$ cat src/sv/bcpa_pkg.sv
// Shared types and constants for the bitmap contiguous page allocator.
// Used by every module of the block; depends on nothing.
`timescale 1ns / 1ps
`default_nettype none

package bcpa_pkg;

	localparam int CNT_W     = 13;
	localparam int ADDR_W    = 32;
	localparam int CHUNK     = 8;   // pages per map word
	localparam int LOG_CHUNK = 3;

	typedef enum logic [1:0] {
		ST_OK      = 2'd0,
		ST_NOSPACE = 2'd1,
		ST_INVALID = 2'd2
	} status_t;

	localparam logic [1:0] REG_BASE  = 2'd0;
	localparam logic [1:0] REG_PAGES = 2'd1;
	localparam logic [1:0] REG_RSV   = 2'd2;

	typedef struct packed {
		logic    capture;     // latch an incoming request
		logic    calc_off;    // address minus base
		logic    check_load;  // latch run bounds of a free request
		logic    walk_start;  // load word walker
		logic    walk_scan;   // walker covers the whole map
		logic    walk_rd;     // issue one map read
		logic    scan_eval;   // evaluate a word for a free run
		logic    walk_set;    // set run bits in the word read
		logic    walk_clr;    // clear run bits in the word read
		logic    fchk;        // check run bits are all used
		logic    clr;         // clearing pass, one word per cycle
		logic    res_load;
		logic    res_alloc;   // result carries the granted address
		status_t res_code;
		logic    out_load;
	} cmd_t;

	typedef struct packed {
		logic ev_vld;
		logic ev_last;
		logic scan_hit;
		logic scan_over;
		logic chk_bad;
		logic ptr_last;
		logic cnt_zero;
		logic req_bad;
		logic mode_free;
		logic out_free;
	} stat_t;

endpackage

`default_nettype wire

$ cat src/sv/bcpa_regs.sv
// Configuration register file with an APB-style access port.
// Depends on bcpa_pkg.
`timescale 1ns / 1ps
`default_nettype none

module bcpa_regs (
	input  wire logic        clk,
	input  wire logic        arst_n,
	input  wire logic        psel,
	input  wire logic        penable,
	input  wire logic        pwrite,
	input  wire logic [3:0]  paddr,
	input  wire logic [31:0] pwdata,
	output logic      [31:0] prdata,
	output logic             pready,
	output logic      [31:0] base_address,
	output logic      [12:0] pages_in_use,
	output logic      [12:0] reserved_pages
);
	import bcpa_pkg::*;

	logic [31:0] base_q;
	logic [12:0] pages_q;
	logic [12:0] rsv_q;
	logic [1:0]  idx;
	logic        wr;

	assign idx    = paddr[3:2];
	assign wr     = psel && penable && pwrite;
	assign pready = 1'b1;

	always_ff @(posedge clk or negedge arst_n) begin
		if (!arst_n) begin
			base_q  <= 32'h0020_0000;
			pages_q <= 13'd4096;
			rsv_q   <= 13'd2;
		end else if (wr) begin
			case (idx)
				REG_BASE:  base_q  <= pwdata;
				REG_PAGES: pages_q <= pwdata[12:0];
				REG_RSV:   rsv_q   <= pwdata[12:0];
				default: ;
			endcase
		end
	end

	always_comb begin
		case (idx)
			REG_BASE:  prdata = base_q;
			REG_PAGES: prdata = {19'd0, pages_q};
			REG_RSV:   prdata = {19'd0, rsv_q};
			default:   prdata = 32'd0;
		endcase
	end

	assign base_address   = base_q;
	assign pages_in_use   = pages_q;
	assign reserved_pages = rsv_q;

endmodule

`default_nettype wire

$ cat config.mk
export PLATFORM = sky130hd
export DESIGN_NAME = bcpa_regs
export DESIGN_NICKNAME = d
export VERILOG_FILES = /design/src/sv/bcpa_pkg.sv /design/src/sv/bcpa_regs.sv
export SDC_FILE = /design/constraint.sdc
export NUM_CORES = 1
export LEC_CHECK = 0
export ABC_AREA = 1
export ABC_CLOCK_PERIOD_IN_PS = 800
export BUFFER_PORTS_ARGS = -buffer_cell sky130_fd_sc_hd__buf_4
export CAP_MARGIN = 20
export CORE_ASPECT_RATIO = 0.5
export CORE_MARGIN = 4
export CORE_UTILIZATION = 25
export CTS_CLUSTER_DIAMETER = 50
export DETAILED_ROUTE_END_ITERATION = 10
export SYNTH_ARGS = -nofsm -noshare
export SYNTH_HDL_FRONTEND = slang
export SYNTH_SLANG_ARGS = --single-unit
export TNS_END_PERCENT = 5
$ cat constraint.sdc
create_clock -name clk -period 0.8 [get_ports clk]
set_input_delay 0.08 -clock clk [delete_from_list [all_inputs] [get_ports clk]]
set_output_delay 0.08 -clock clk [all_outputs]
set_load 0.02 [all_outputs]
# After elaboration in Yosys (flattened, before gate mapping)
# Index checks and enable logic that the tools add are counted.
# classes
addsub,0
multipliers,0
div,0
n_lt_le_gt_ge,0
n_eq_ne,2
shift,0
n_mux,1
bitwise_logic,0
n_reduce_logical,6
# ops
cell,count
$pmux W32 S3,1
$reduce_and A2 Y1,3
$eq A2 B1 Y1 const B,1
$eq A2 B2 Y1 const B,1
$logic_and A1 B1 Y1,2
$logic_not A2 Y1,1
# word_totals
register_bits,58
latch_bits,0
ramBits,0
rom_bits,0
out_inout_bits,91
memories,0

# Depth between registers and ports, before layout
# logic_depth
word_depth,3
depth_mapped,7
depth_no_buf,6

# Least setup slack after synthesis
# Ideal clock, no wire load.
# synth_path
path_type,register -> output
start,"reg base_q[21], in the netlist base_address[21]"
end,out prdata[21]
arrival_ns,0.925
t_required_ns,0.720
path_slack_ns,-0.205
stages_incl_launch_ff,3
path_buffers,0
path_cell_list,dfstp_2 > inv_1 > nor2_1
# synth_between
elab_chain_cells,1
# synth_lines
element,line,source
start: declaration,bcpa_regs.sv:22,logic [31:0] base_q;
start signal: assignment,bcpa_regs.sv:39,REG_BASE: base_q <= pwdata;
$pmux W32 S3,bcpa_regs.sv:48,case (idx)
end: declaration,bcpa_regs.sv:14,"output logic [31:0] prdata,"
# Every way passes these cells.

# Worst setup path after layout
# layout_path
start,"reg rsv_q[1], in the netlist reserved_pages[1]"
end,out prdata[1]
# layout_between
elab_chain_cells,1
# layout_lines
element,line,source
start: declaration,bcpa_regs.sv:24,logic [12:0] rsv_q;
start signal: assignment,bcpa_regs.sv:41,REG_RSV: rsv_q <= pwdata[12:0];
$pmux W32 S3,bcpa_regs.sv:48,
# Every way passes these cells.

==> summary.md <==
| Metric | Value |
|---|---|
| Area growth, synth to finish | `96.61%` |
| Cell row count | `26` |
| Buffers on Ports | `128` |
| Die W | `155.9 um` |
| Unique masters post-synth | `16` |
| Synth area leaders | `dfrtp_1 (50%), nand2_1 (30%), buf_6 (3.3%)` |
| Num Clock Sinks | `58` |
| Wirelength per Cell | `13.85 um` |
| Synth top cells by count | `nand2_1 (215), dfrtp_1 (55), inv_1 (21)` |
| Final setup fails | `91` |
| Pin count of the biggest net entering global routing | `20` |
| Die Y-Extent | `81.93 um` |
| Non-filler cells in the finished layout | `701` |
| Period minus WS final | `1.221 ns` |
| Power Density | `2495 nW/um^2` |
| RSZ-0062 raised after global routing | `yes` |
| Top cell type's share of synthesized area | `between 50% and 60%` |
| Ant. Diodes | `0` |
| DRC viols | `0` |
| Synth warn | `0` |
| Worst vdd ir | `0.001404 V` |
| Flops & latches, synth | `between 50 and 60` |
| Sequential element share of the synthesized area | `53.25%` |
| Initial DRT Pass Iterations | `4` |
| First-pass GRT wire length | `15.37 mm` |
| TritonCTS clock tree | `done` |
| Power, Total | `13.40 mW` |
| Most common cell in the netlist | `nand2_1` |
| Starting density of the core | `26.17%` |
| Slew Limit Fails | `0` |
| Clock skew | `0 ns` |
| H-tree levels | `3` |
| Clk slew on worst S/H paths | `approximately 0.050 ns` |
| Pleak | `2.852 nW` |
| Worst min path class | `primary input to asynchronous set/reset pin` |
| Setup TNS | `-20.44 ns` |
| FF-to-FF setup slack | `-0.09 ns` |
| Dpl cells | `644` |
| Syn avg cell area | `around 7.7 um^2` |
| Failing checks | `negative setup slack` |
| Worst reg2reg startpoint | `pages_in_use[12]$_DFFE_PN1P_` |
| Final Util | `51.45%` |
| Final WS setup | `-0.4207 ns` |
| Worst path required time | `0.72 ns` |
| # IOs | `132` |
| Vias in the first global route | `2995` |
| Gr ovfl total | `0` |
| Outcome | `finished with violations` |
| Crit-path max FO | `3` |
| Max Cap Viol | `0` |
| All-Layer GR Usage | `15.52%` |
| Placeable Area | `10440 um^2` |
| Setup Crit Path Kind | `flop to output pin` |
| Layout cells sized above 1 | `between 40 and 50%` |
| CTS buffer count | `9` |
| Final nets | `597` |
| Register area | `1455 um^2` |
| WP data arrival | `1.14 ns` |
| ANT nets after route | `0` |
| Ys async rst share | `between 90% and 100%` |
| Antenna violations before repair | `0` |
| Final Hold Fails | `0` |
| Die area | `between 10000 and 15000 um^2` |
| Post-synth EDFFs | `0` |
| Root Driver | `clkbuf_16` |
| Worst setup SP type | `flop` |
| Mapped Nets | `398` |
| Leading area contributor after synthesis | `dfrtp_1` |
| RePlAce Congestion | `0.8105` |
| Peak Freq | `819.2 MHz` |
| R2r endpoint | `pages_in_use[12]$_DFFE_PN1P_` |
| DRT iter0 DRCs | `135` |
| Fillers | `924` |
| Clock Path Buffers | `2` |
| Clock Latency Late Sink | `0.32 ns` |
| Ys flop type | `dfrtp_1` |
| Overall routed net length | `just under 10 mm` |
| Reg2reg path depth | `4` |
| Mapped Area | `2733 um^2` |
| Total vias in the final route | `2962` |
| Vias per std cell | `4.225` |
| Synth Instances | `357` |
| Crit. End Element | `output pin` |
| Area of the multi-input gates | `approximately 1200 um^2` |
| Detail Placement HPWL | `about 6.7 mm` |
| Final period utilization | `152.6%` |
## metal layers
layer	track usage [%]	wire, um
met3	3.474	365
met2	28.37	5147
met1	18.08	4055
met4	5.852	138
met5	0	0
## layout by cell type, fill, tap and decap left out
cell type / n
nor2_4: 13
clkbuf_16: 9
nand2_2: 7
bufinv_16: 3
buf_6: 98
dfstp_2: 3
buf_12: 8
buf_4: 65
clkinv_4: 1
nor2_2: 11
clkbuf_8: 1
nand3_2: 14
nand2_4: 2
nand2_1: 211
inv_2: 15
dfrtp_1: 55
conb_1: 1
dlygate4sd3_1: 33
clkinvlp_4: 2
inv_1: 9
## how the worst max path moves through the flow
| stage | depth (start not counted) | start | end |
|---|---|---|---|
| finish | 3 | reserved_pages[1]$_DFFE_PN1P_ | prdata[1] |
| global route | 3 | base_address[21]$_DFFE_PN1P_ | prdata[21] |
| CTS | 3 | reserved_pages[1]$_DFFE_PN1P_ | prdata[1] |
| detailed placement | 7 | paddr[2] | reserved_pages[10]$_DFFE_PN0P_ |
| global placement | 7 | paddr[2] | reserved_pages[9]$_DFFE_PN0P_ |
| floorplan | 2 | base_address[21]$_DFFE_PN1P_ | prdata[21] |
## power by group
group	internal [mW]	total (mW)	leakage, nW	switching (mW)
sequential	3.56	4.14	0.730	0.580
clock	3.13	4.51	0.165	1.38
combinational	2.44	4.75	1.96	2.31
total	9.13	13.4	2.85	4.27
## kinds of logic (layout without fill, tap and decap cells)
group	Yosys count	count (layout)	share of synthesized area [%]
AND/OR/NAND/NOR	258	258	37.91
flip-flops	58	58	53.25
buffers and inverters	40	244	8.700
other	1	1	0.1372
## layout make-up
cell class                      count  share of cell area (%)
Clock buffer                       10                   4.448
Clock inverter                      6                   2.119
Inverter                           24                   1.677
Multi-Input combinational cell    259                   22.66
Sequential cell                    58                   27.08
Tap cell                          140                   3.260
Timing Repair Buffer              204                   38.75
## through the flow
stage                     setup WS [ns]  hold slack, ns  instance area (um^2)
after floorplan                -0.05306         -0.2156                  2849
after global placement          -0.2283        -0.05822                  4197
after detailed placement        -0.2576        -0.05964                  4197
after CTS                       -0.4030          0.1362                  5231
after global routing            -0.4532          0.1525                  5373
final                           -0.4207          0.1422                  5373
## registers in the layout, summed over array words and instances, names as in the netlist
register,flops
pages_in_use,13
base_address,32
reserved_pages,13
## timing repair
action	in CTS	in global routing
setup endpoints to repair	90	91
pin swaps	28	15
hold endpoints to repair	114	0
gates resized for setup	100	24
hold buffers	33	0
buffers inserted	1	7
## worst max-delay path, stage by stage, from the launching register on
cell and delay [ns]:
dfstp_2 0.56, nand2_1 0.07, nand3_2 0.07, buf_6 0.11
Note: power is estimated with default switching activity, not from simulation.
