<file path="src/sv/bcpa_pkg.sv">
// Shared types and constants for the bitmap contiguous page allocator.
// Used by every module of the block; depends on nothing.
`timescale 1ns / 1ps
`default_nettype none

package bcpa_pkg;

	localparam int CNT_W     = 13;
	localparam int ADDR_W    = 32;
	localparam int CHUNK     = 8;   // pages per map word
	localparam int LOG_CHUNK = 3;

	typedef enum logic [1:0] {
		ST_OK      = 2'd0,
		ST_NOSPACE = 2'd1,
		ST_INVALID = 2'd2
	} status_t;

	localparam logic [1:0] REG_BASE  = 2'd0;
	localparam logic [1:0] REG_PAGES = 2'd1;
	localparam logic [1:0] REG_RSV   = 2'd2;

	typedef struct packed {
		logic    capture;     // latch an incoming request
		logic    calc_off;    // address minus base
		logic    check_load;  // latch run bounds of a free request
		logic    walk_start;  // load word walker
		logic    walk_scan;   // walker covers the whole map
		logic    walk_rd;     // issue one map read
		logic    scan_eval;   // evaluate a word for a free run
		logic    walk_set;    // set run bits in the word read
		logic    walk_clr;    // clear run bits in the word read
		logic    fchk;        // check run bits are all used
		logic    clr;         // clearing pass, one word per cycle
		logic    res_load;
		logic    res_alloc;   // result carries the granted address
		status_t res_code;
		logic    out_load;
	} cmd_t;

	typedef struct packed {
		logic ev_vld;
		logic ev_last;
		logic scan_hit;
		logic scan_over;
		logic chk_bad;
		logic ptr_last;
		logic cnt_zero;
		logic req_bad;
		logic mode_free;
		logic out_free;
	} stat_t;

endpackage

`default_nettype wire

</file>
<file path="src/sv/bcpa_ctrl.sv">
// Controller state machine: sequences checks, map scan, marking and
// freeing, and the clearing pass. Depends on bcpa_pkg.
`timescale 1ns / 1ps
`default_nettype none

module bcpa_ctrl (
	input  wire logic            clk,
	input  wire logic            arst_n,
	input  wire logic            in_valid,
	output logic                 in_stall,
	output bcpa_pkg::cmd_t       cmd,
	input  wire bcpa_pkg::stat_t st
);
	import bcpa_pkg::*;

	typedef enum logic [11:0] {
		S_CLEAR = 12'b0000_0000_0001,
		S_IDLE  = 12'b0000_0000_0010,
		S_OFFS  = 12'b0000_0000_0100,
		S_CHECK = 12'b0000_0000_1000,
		S_SCAN  = 12'b0000_0001_0000,
		S_APREP = 12'b0000_0010_0000,
		S_AMARK = 12'b0000_0100_0000,
		S_FPREP = 12'b0000_1000_0000,
		S_FCHK  = 12'b0001_0000_0000,
		S_CPREP = 12'b0010_0000_0000,
		S_FCLR  = 12'b0100_0000_0000,
		S_RESP  = 12'b1000_0000_0000
	} state_t;

	state_t state_q, state_n;

	always_ff @(posedge clk or negedge arst_n) begin
		if (!arst_n) state_q <= S_CLEAR;
		else state_q <= state_n;
	end

	assign in_stall = state_q != S_IDLE;

	always_comb begin
		cmd      = '0;
		cmd.res_code = ST_OK;
		state_n  = state_q;
		case (state_q)
			S_CLEAR: begin
				cmd.clr = 1'b1;
				if (st.ptr_last) state_n = S_IDLE;
			end
			S_IDLE: begin
				if (in_valid) begin
					cmd.capture = 1'b1;
					state_n = S_OFFS;
				end
			end
			S_OFFS: begin
				cmd.calc_off = 1'b1;
				state_n = S_CHECK;
			end
			S_CHECK: begin
				if (st.cnt_zero || (st.mode_free && st.req_bad)) begin
					cmd.res_load = 1'b1;
					cmd.res_code = ST_INVALID;
					state_n = S_RESP;
				end else if (!st.mode_free) begin
					cmd.walk_start = 1'b1;
					cmd.walk_scan  = 1'b1;
					state_n = S_SCAN;
				end else begin
					cmd.check_load = 1'b1;
					state_n = S_FPREP;
				end
			end
			S_SCAN: begin
				cmd.walk_rd   = 1'b1;
				cmd.scan_eval = 1'b1;
				if (st.ev_vld) begin
					if (st.scan_hit) begin
						state_n = S_APREP;
					end else if (st.scan_over) begin
						cmd.res_load = 1'b1;
						cmd.res_code = ST_NOSPACE;
						state_n = S_RESP;
					end
				end
			end
			S_APREP: begin
				cmd.walk_start = 1'b1;
				state_n = S_AMARK;
			end
			S_AMARK: begin
				cmd.walk_rd  = 1'b1;
				cmd.walk_set = 1'b1;
				if (st.ev_vld && st.ev_last) begin
					cmd.res_load  = 1'b1;
					cmd.res_alloc = 1'b1;
					state_n = S_RESP;
				end
			end
			S_FPREP: begin
				cmd.walk_start = 1'b1;
				state_n = S_FCHK;
			end
			S_FCHK: begin
				cmd.walk_rd = 1'b1;
				cmd.fchk    = 1'b1;
				if (st.ev_vld && st.ev_last) begin
					if (st.chk_bad) begin
						cmd.res_load = 1'b1;
						cmd.res_code = ST_INVALID;
						state_n = S_RESP;
					end else begin
						state_n = S_CPREP;
					end
				end
			end
			S_CPREP: begin
				cmd.walk_start = 1'b1;
				state_n = S_FCLR;
			end
			S_FCLR: begin
				cmd.walk_rd  = 1'b1;
				cmd.walk_clr = 1'b1;
				if (st.ev_vld && st.ev_last) begin
					cmd.res_load = 1'b1;
					state_n = S_RESP;
				end
			end
			S_RESP: begin
				if (st.out_free) begin
					cmd.out_load = 1'b1;
					state_n = S_IDLE;
				end
			end
			default: state_n = S_IDLE;
		endcase
	end

	a_resp_hold: assert property (@(posedge clk) disable iff (!arst_n)
		(state_q == S_RESP && !st.out_free) |=> state_q == S_RESP)
		else $error("result dropped while output busy");
	a_clear_stall: assert property (@(posedge clk) disable iff (!arst_n)
		state_q == S_CLEAR |-> in_stall)
		else $error("request taken during clearing pass");
	a_mark_entry: assert property (@(posedge clk) disable iff (!arst_n)
		(state_q == S_AMARK && $past(state_q) != S_AMARK) |-> $past(state_q) == S_APREP)
		else $error("marking started without a found run");

endmodule

`default_nettype wire

</file>
<file path="config.mk">
export PLATFORM = sky130hd
export DESIGN_NAME = bcpa_ctrl
export DESIGN_NICKNAME = d
export VERILOG_FILES = /design/src/sv/bcpa_pkg.sv /design/src/sv/bcpa_ctrl.sv
export SDC_FILE = /design/constraint.sdc
export NUM_CORES = 1
export LEC_CHECK = 0
export ABC_AREA = 1
export ABC_CLOCK_PERIOD_IN_PS = 1690
export BUFFER_PORTS_ARGS = -buffer_cell sky130_fd_sc_hd__clkbuf_2
export CORE_ASPECT_RATIO = 0.9
export CORE_MARGIN = 2
export CORE_UTILIZATION = 41
export DETAILED_ROUTE_END_ITERATION = 6
export PLACE_DENSITY = 0.66
export SKIP_LAST_GASP = 1
export SLEW_MARGIN = 30
export SYNTH_ARGS = -nofsm -noshare
export SYNTH_HDL_FRONTEND = slang
export SYNTH_SLANG_ARGS = --single-unit
</file>
<file path="constraint.sdc">
create_clock -name clk -period 1.69 [get_ports clk]
set_input_delay 0.169 -clock clk [delete_from_list [all_inputs] [get_ports clk]]
set_output_delay 0.169 -clock clk [all_outputs]
set_load 0.02 [all_outputs]
</file>
Word-level counts from Yosys, hierarchy flattened
Cells that the tools add are included.
{ "word_totals": {"elab_cells": 74, "inputBits": 13, "reg_bits": 12, "output_inout_bits": 17} }
{ "classes": {"muxes": 46, "eq_ne": 20, "n_reduce_logical": 7} }
{ "op_table": {"columns": ["op", "count"], "rows": [
  ["$pmux W12 S11", 1],
  ["$mux W12", 10],
  ["$mux W1", 25],
  ["$eq A12 B1 Y1 const B", 1],
  ["$eq A12 B10 Y1 const B", 1],
  ["$eq A12 B11 Y1 const B", 1],
  ["$eq A12 B12 Y1 const B", 1],
  ["$eq A12 B2 Y1 const B", 1],
  ["$eq A12 B3 Y1 const B", 1],
  ["$eq A12 B4 Y1 const B", 1],
  ["$eq A12 B5 Y1 const B", 1],
  ["$eq A12 B6 Y1 const B", 1],
  ["$eq A12 B7 Y1 const B", 1],
  ["$eq A12 B8 Y1 const B", 1],
  ["$eq A12 B9 Y1 const B", 1],
  ["$ne A12 B2 Y1 const B", 1],
  ["$mux W2", 5],
  ["$ne A2 B2 Y1 const B", 5],
  ["$mux W8", 1],
  ["$reduce_and A7 Y1", 1],
  ["$pmux W2 S3", 1],
  ["$pmux W1 S5", 1],
  ["$reduce_or A4 Y1", 1],
  ["$mux W3", 1],
  ["7 further kinds", 8]
]} }

Logic depth before layout (Yosys ltp)
Gate-level depths: netlist (run 1).
{ "logic_depth": {"ltp_word": 4, "depth_mapped": 11, "ltp_nobuf": 11} }

Worst setup path before layout (run 1)
No wires, ideal clock.
{ "synth_timing": {"kind": "reg2out", "from": "register state_q[6]", "to": "output cmd[13] (netlist bit)", "path_buffers": 0, "arrival_time_ns": 1.501, "stages_incl_launch_ff": 6, "slack_ns": 0.020, "required_time_ns": 1.521, "cell_sequence": "dfrtp_1 -> nor2_2 -> nand2_2 -> nor2_4 -> inv_2 -> nor4_1"} }
{ "synth_rtl": {"columns": ["element", "line_no", "text"], "rows": [
  ["start: declaration", "bcpa_ctrl.sv:31", "state_t state_q, state_n;"],
  ["start signal: assignment", "bcpa_ctrl.sv:35", "else state_q <= state_n;"],
  ["end: declaration", "bcpa_ctrl.sv:11", "output bcpa_pkg::cmd_t cmd,"]
]} }

==> impl_metrics.tcl, run 1 <==
set metrics [dict create \
    dieArea_sq_um 2760 \
    synth-seq-area-share_pct 31.2 \
    synth-async-reset-ratio_pct 100 \
    end_kind "primary output" \
    synthDistinctLibCells 16 \
    pin_count 30 \
    leakagePower_uw 0.00102 \
    stdcell_count 250 \
    yosysWarnings 0 \
    largestRegisters "state_q x12" \
    clk_latency_ns 0.29 \
    ant_nets 0 \
    fmax_mhz 523 \
    final_max_slew_viol_count 0 \
    die_y_um 50.0 \
    synth-edff-count 0 \
    synth_seq_cells 12 \
    crit_arrival_ns 1.74 \
    gp_congestion 0.915 \
    top_register "state_q" \
    overflow 0 \
    irDropWorstVdd_v 0.00108 \
    tightest_slew_ns 0.482 \
    n_fill_cell 136 \
    start_kind "register" \
    setup_tns_ns -1.97 \
    drive_gt1_share_pct 50.7 \
    total_power_uw 1900 \
    grt_max_degree 13 \
    ctsHtreeMaxLevel 1 \
    largest_reg_flops 12 \
    yosysMostFrequentCell "nand2_1" \
    dp_cells 222 \
    power_density_nw_per_um2 1090 \
    worstPathRequired_ns 1.52 \
    synth_top_area_cell "dfrtp_1" \
    cts_tree "done" \
    path_clk_slew_ns 0.09 \
    antenna_found_initial 0 \
    status "complete, but fails checks" \
    dieWidth_um 55.2 \
    hold_class "primary input to register" \
    avgSynthCellArea_sq_um 5.93 \
    n_antenna_cell 0 \
    syn_to_final_growth_pct 79.8 \
    finalHoldViolCount 0 \
    clock_skew_ns 0.00305 \
    place_ws_ns 0.0286 \
    synthTopCellsByArea "dfrtp_1 (28%), nand2_1 (18%), inv_1 (13%), nor2_1 (12%), nand3_1 (6.7%)" \
    rsz0062_at_grt "true" \
    yosys_most_used_dff "dfrtp_1" \
    drt_wl_total_mm 3.78 \
    max_slew_margin_pct 67.7 \
    synth.top_cell.area_share_pct 28.5 \
    syn_area_sq_um 966 \
    clock-sinks 12 \
    synth_common_cells "nand2_1 (46), inv_1 (34), nor2_1 (30)" \
    start_util_pct 43.9 \
    period_share_pct 113 \
    fin_nets 237 \
    drv_cap 0 \
    grt_first_pass_wirelength_mm 5.03 \
    initialDrtViolationCount 69 \
    numCtsBuffers 3 \
    vias_per_cell 5.26 \
    wl_per_cell_um 15.1 \
    netlist_instances 163 \
    fin_crit_ns 1.91 \
    path_max_fanout 4 \
    drc 0 \
    setup_viol 20 \
    violations "negative setup slack" \
    cts_root_buf "clkbuf_4" \
    grt_pass1_vias 1153 \
    fin_ws_ns -0.222 \
    port-buffer-count 29 \
    coreArea_sq_um 2200 \
    vias 1314 \
    syn_nets 176 \
    core.rowCount 16 \
    clk_path_buf_depth 2 \
    dp_hpwl_mm 2.12 \
    crit_type "register to primary output" \
    grtUsageTotal_pct 25.2 \
    drt-pass1-iter-count 5 \
]
cells by family after synthesis:
group | after synthesis | share of synthesized area, %
AND/OR/NAND/NOR | 114 | 54.1
buffers and inverters | 35 | 13.6
flip-flops | 12 | 31.2
AO/OA/AOI/OAI | 2 | 1.04
per-layer routing:
layer / GRT usage [%] / wire length (um) / up-vias
li1: - / - / 620
met1: 32.5 / 1400 / 593
met2: 40.7 / 1840 / 78
met3: 4.85 / 347 / 23
met4: 8.94 / 201 / 0
met5: 0 / 0 / -
worst max-delay path: stages, from the launching register on:
cell and delay [ns]:
dfrtp_1 0.45, nor2_4 0.16, nand2_4 0.09, nor2_4 0.21, nand2_2 0.07, inv_2 0.06
nand4_1 0.13, nand3_1 0.12, clkbuf_8 0.15
cell type report:
cell class                 count  area [sq um]  area share (%)
multi-input combinational    116           751            43.2
timing repair buffer          56           478            27.5
sequential                    12           302            17.4
inverter                      35           136            7.85
clock buffer                   4          36.3            2.09
tap                           27          33.8            1.95
worst paths after layout:
| check | depth (start not counted) | end | slack (ns) | start |
|---|---|---|---|---|
| worst min register to register | 2 | state_q[10] | 0.53 | state_q[10] |
| min in group asynchronous | 2 | state_q[7] | 0.29 | arst_n |
| worst min-delay path | 3 | state_q[5] | 0.14 | st[7] |
| worst max register to register | 12 | state_q[4] | -0.13 | state_q[0] |
| worst max-delay path | 8 | cmd[4] | -0.22 | state_q[2] |
| max in group asynchronous | 2 | state_q[0] | 1.10 | arst_n |
per-stage QoR:
step | cell area, sq um | utilization, % | hold slack, ns
floorplan | 966 | - | -0.127
detailed placement | 1170 | 53.0 | 0.0788
finish | 1740 | 78.9 | 0.144
global placement | 1170 | 53.0 | 0.0757
global route | 1740 | 78.9 | 0.162
CTS | 1450 | 65.7 | 0.133
report_power, final:
group / total (uW) / switching, uW / leakage [uW] / internal [uW]
clock network: 253 / 122 / 0.0000210 / 132
logic: 1270 / 725 / 0.000838 / 547
registers: 371 / 47.9 / 0.000160 / 323
timing repair:
action                                  in CTS  in global routing
setup buffers                               14                  9
resized for setup                           39                 70
hold endpoints to repair                    11                  0
endpoints found under the setup margin      12                 23
pin swaps                                   11                 20
hold buffers                                 1                  0
cells in the final DEF, fill, tap and decap left out, drive strengths merged:
cell type,count
buf,39
clkbuf,20
dfrtp,11
dfstp,1
dlygate4sd3,1
inv,35
nand2,52
nand3,14
nand4,4
nor2,36
nor3,6
nor4,2
o21ai,2
No activity file was read; power rests on OpenSTA's default activity.
==> inputs of run 2 (changes only) <==
--- a/config.mk
+++ b/config.mk
@@ -9,10 +9,10 @@
 export ABC_CLOCK_PERIOD_IN_PS = 1690
 export BUFFER_PORTS_ARGS = -buffer_cell sky130_fd_sc_hd__clkbuf_2
 export CORE_ASPECT_RATIO = 0.9
-export CORE_MARGIN = 2
-export CORE_UTILIZATION = 41
+export CORE_UTILIZATION = 45
 export DETAILED_ROUTE_END_ITERATION = 6
-export PLACE_DENSITY = 0.66
+export PLACE_DENSITY = 0.72
+export RECOVER_POWER = 100
 export SKIP_LAST_GASP = 1
 export SLEW_MARGIN = 30
 export SYNTH_ARGS = -nofsm -noshare
==> impl_metrics.tcl, run 2 (synthesized netlist as in run 1, its figures left out) <==
set metrics [dict create \
    status "complete, but fails checks" \
    violations "negative setup slack" \
    mostFrequentLayoutCells "nand2_1 (38), inv_1 (27), buf_4 (24), nor2_1 (18), buf_6 (13)" \
    drc 0 \
    port-buffer-count 29 \
    clk_path_buf_depth 2 \
    period_share_pct 122 \
    fin_ws_ns -0.375 \
    fin_crit_ns 2.07 \
    antenna_found_initial 0 \
    layout_commonest_cell "nand2_1" \
    n_antenna_cell 0 \
    critPathBufInv 2 \
    pin_count 30 \
    grt_pass1_vias 1218 \
    vias 1452 \
    slowest_delay_ns 0.42 \
    grtUsageTotal_pct 31.7 \
    grt_first_pass_wirelength_mm 5.26 \
    worstPathRequired_ns 1.52 \
    end_kind "primary output" \
    path_max_fanout 4 \
    drv_cap 0 \
    tightest_slew_ns 0.768 \
    finalHoldViolCount 0 \
    gp_congestion 0.897 \
    die_y_um 46.0 \
    fin_nets 243 \
    crit_arrival_ns 1.90 \
    max_slew_margin_pct 48.8 \
    drt-pass1-iter-count 7 \
    core.rowCount 15 \
    cp_common_cell "nand2_2" \
    coreArea_sq_um 1970 \
    setup_tns_ns -3.92 \
    ctsHtreeMaxLevel 1 \
    dp_hpwl_mm 2.05 \
    overflow 0 \
    regArea_sq_um 303 \
    clk_latency_ns 0.31 \
    cts_root_buf "clkbuf_4" \
    cpLargestDelayFamily "simple AND/OR/NAND/NOR gates" \
    fmax_mhz 484 \
    clock-sinks 12 \
    leakagePower_uw 0.00103 \
    ant_nets 0 \
    power_density_nw_per_um2 1050 \
    initialDrtViolationCount 107 \
    numCtsBuffers 3 \
    largest_reg_flops 12 \
    path_clk_slew_ns 0.10 \
    multi_input_area_sq_um 691 \
    fin_util_pct 88.6 \
    setup_viol 23 \
    start_util_pct 49.0 \
    wl_per_cell_um 18.2 \
    hold_class "primary input to register" \
    vias_per_cell 5.72 \
    crit_type "register to primary output" \
    clock_skew_ns 0.0144 \
    n_fill_cell 92 \
    grt_max_degree 13 \
    syn_to_final_growth_pct 80.8 \
    top_register "state_q" \
    drt_wl_total_mm 4.62 \
    cts_tree "done" \
    total_power_uw 1840 \
    final_max_slew_viol_count 0 \
    dieArea_sq_um 2340 \
    irDropWorstVdd_v 0.00111 \
    place_ws_ns 0.0339 \
    drive_gt1_share_pct 48.9 \
    cp_cell_sequence "nor2_2, nand2_2, nor2_4, nand2_2, inv_2, nand4_1, nand3_1, clkbuf_8" \
    cpMaxStageDelayCell "dfrtp_1" \
    start_kind "register" \
    hold-worst-slack_ns 0.103 \
    dieWidth_um 50.8 \
    largestRegisters "state_q x12" \
    rsz0062_at_grt "true" \
]
run 2: changes by cell type in the layout (fill, tap and decap cells not counted), moves of 2 or more:
cell,change
buf_4,+2
nor2_4,-2
nand3_4,-3
nor2_1,+2
inv_4,+2
nand2_1,+3
nand2_2,-3
nand3_1,+2
buf_8,+3
run 2: cell type report:
class	count	share of cell area, %
inverter	35	8.09
sequential	12	17.3
clock buffer	4	2.08
timing repair buffer	62	31.2
tap	25	1.79
multi-input combinational	116	39.5
run 2: tightest hold or removal path, stage by stage:
cell and delay, ns:
clkbuf_2 0.10, nand2_1 0.07, nor2_1 0.04
run 2: worst paths after layout:
path	depth (start not counted)	startpoint	endpoint	slack [ns]
worst max register to register	11	state_q[2]	state_q[1]	-0.07
worst min-delay path	3	st[7]	state_q[5]	0.10
worst max-delay path	8	state_q[2]	cmd[4]	-0.38
worst min register to register	2	state_q[4]	state_q[4]	0.59
max in group asynchronous	2	arst_n	state_q[4]	0.72
min in group asynchronous	2	arst_n	state_q[10]	0.45
run 2: metrics by stage:
step	instance area, sq um	cells
2_1_floorplan	966	163
3_3_place_gp	1160	220
3_5_place_dp	1160	220
4_1_cts	1520	245
5_1_grt	1750	254
6_report	1750	254
run 2: power breakdown:
group / switching, uW / internal (uW) / total (uW)
clock: 131 / 132 / 263
combinational: 701 / 519 / 1220
sequential: 33.9 / 324 / 358
run 2: metal layers:
layer	wire [um]	GRT usage [%]	up-vias	part of all wire, %
met5	0	0	-	0
met2	2180	55.2	124	47
met1	1690	35.4	662	36
met3	414	8.33	41	9.0
li1	-	-	625	-
met4	341	18.9	0	7.4
run 2: repair_timing:
item                                    4_1_cts  5_1_grt
endpoints found under the setup margin       15       23
hold endpoints to repair                     11        0
pin swaps                                    13       15
resized for setup                            48       55
hold buffers                                  1        0
buffers inserted                             20       12
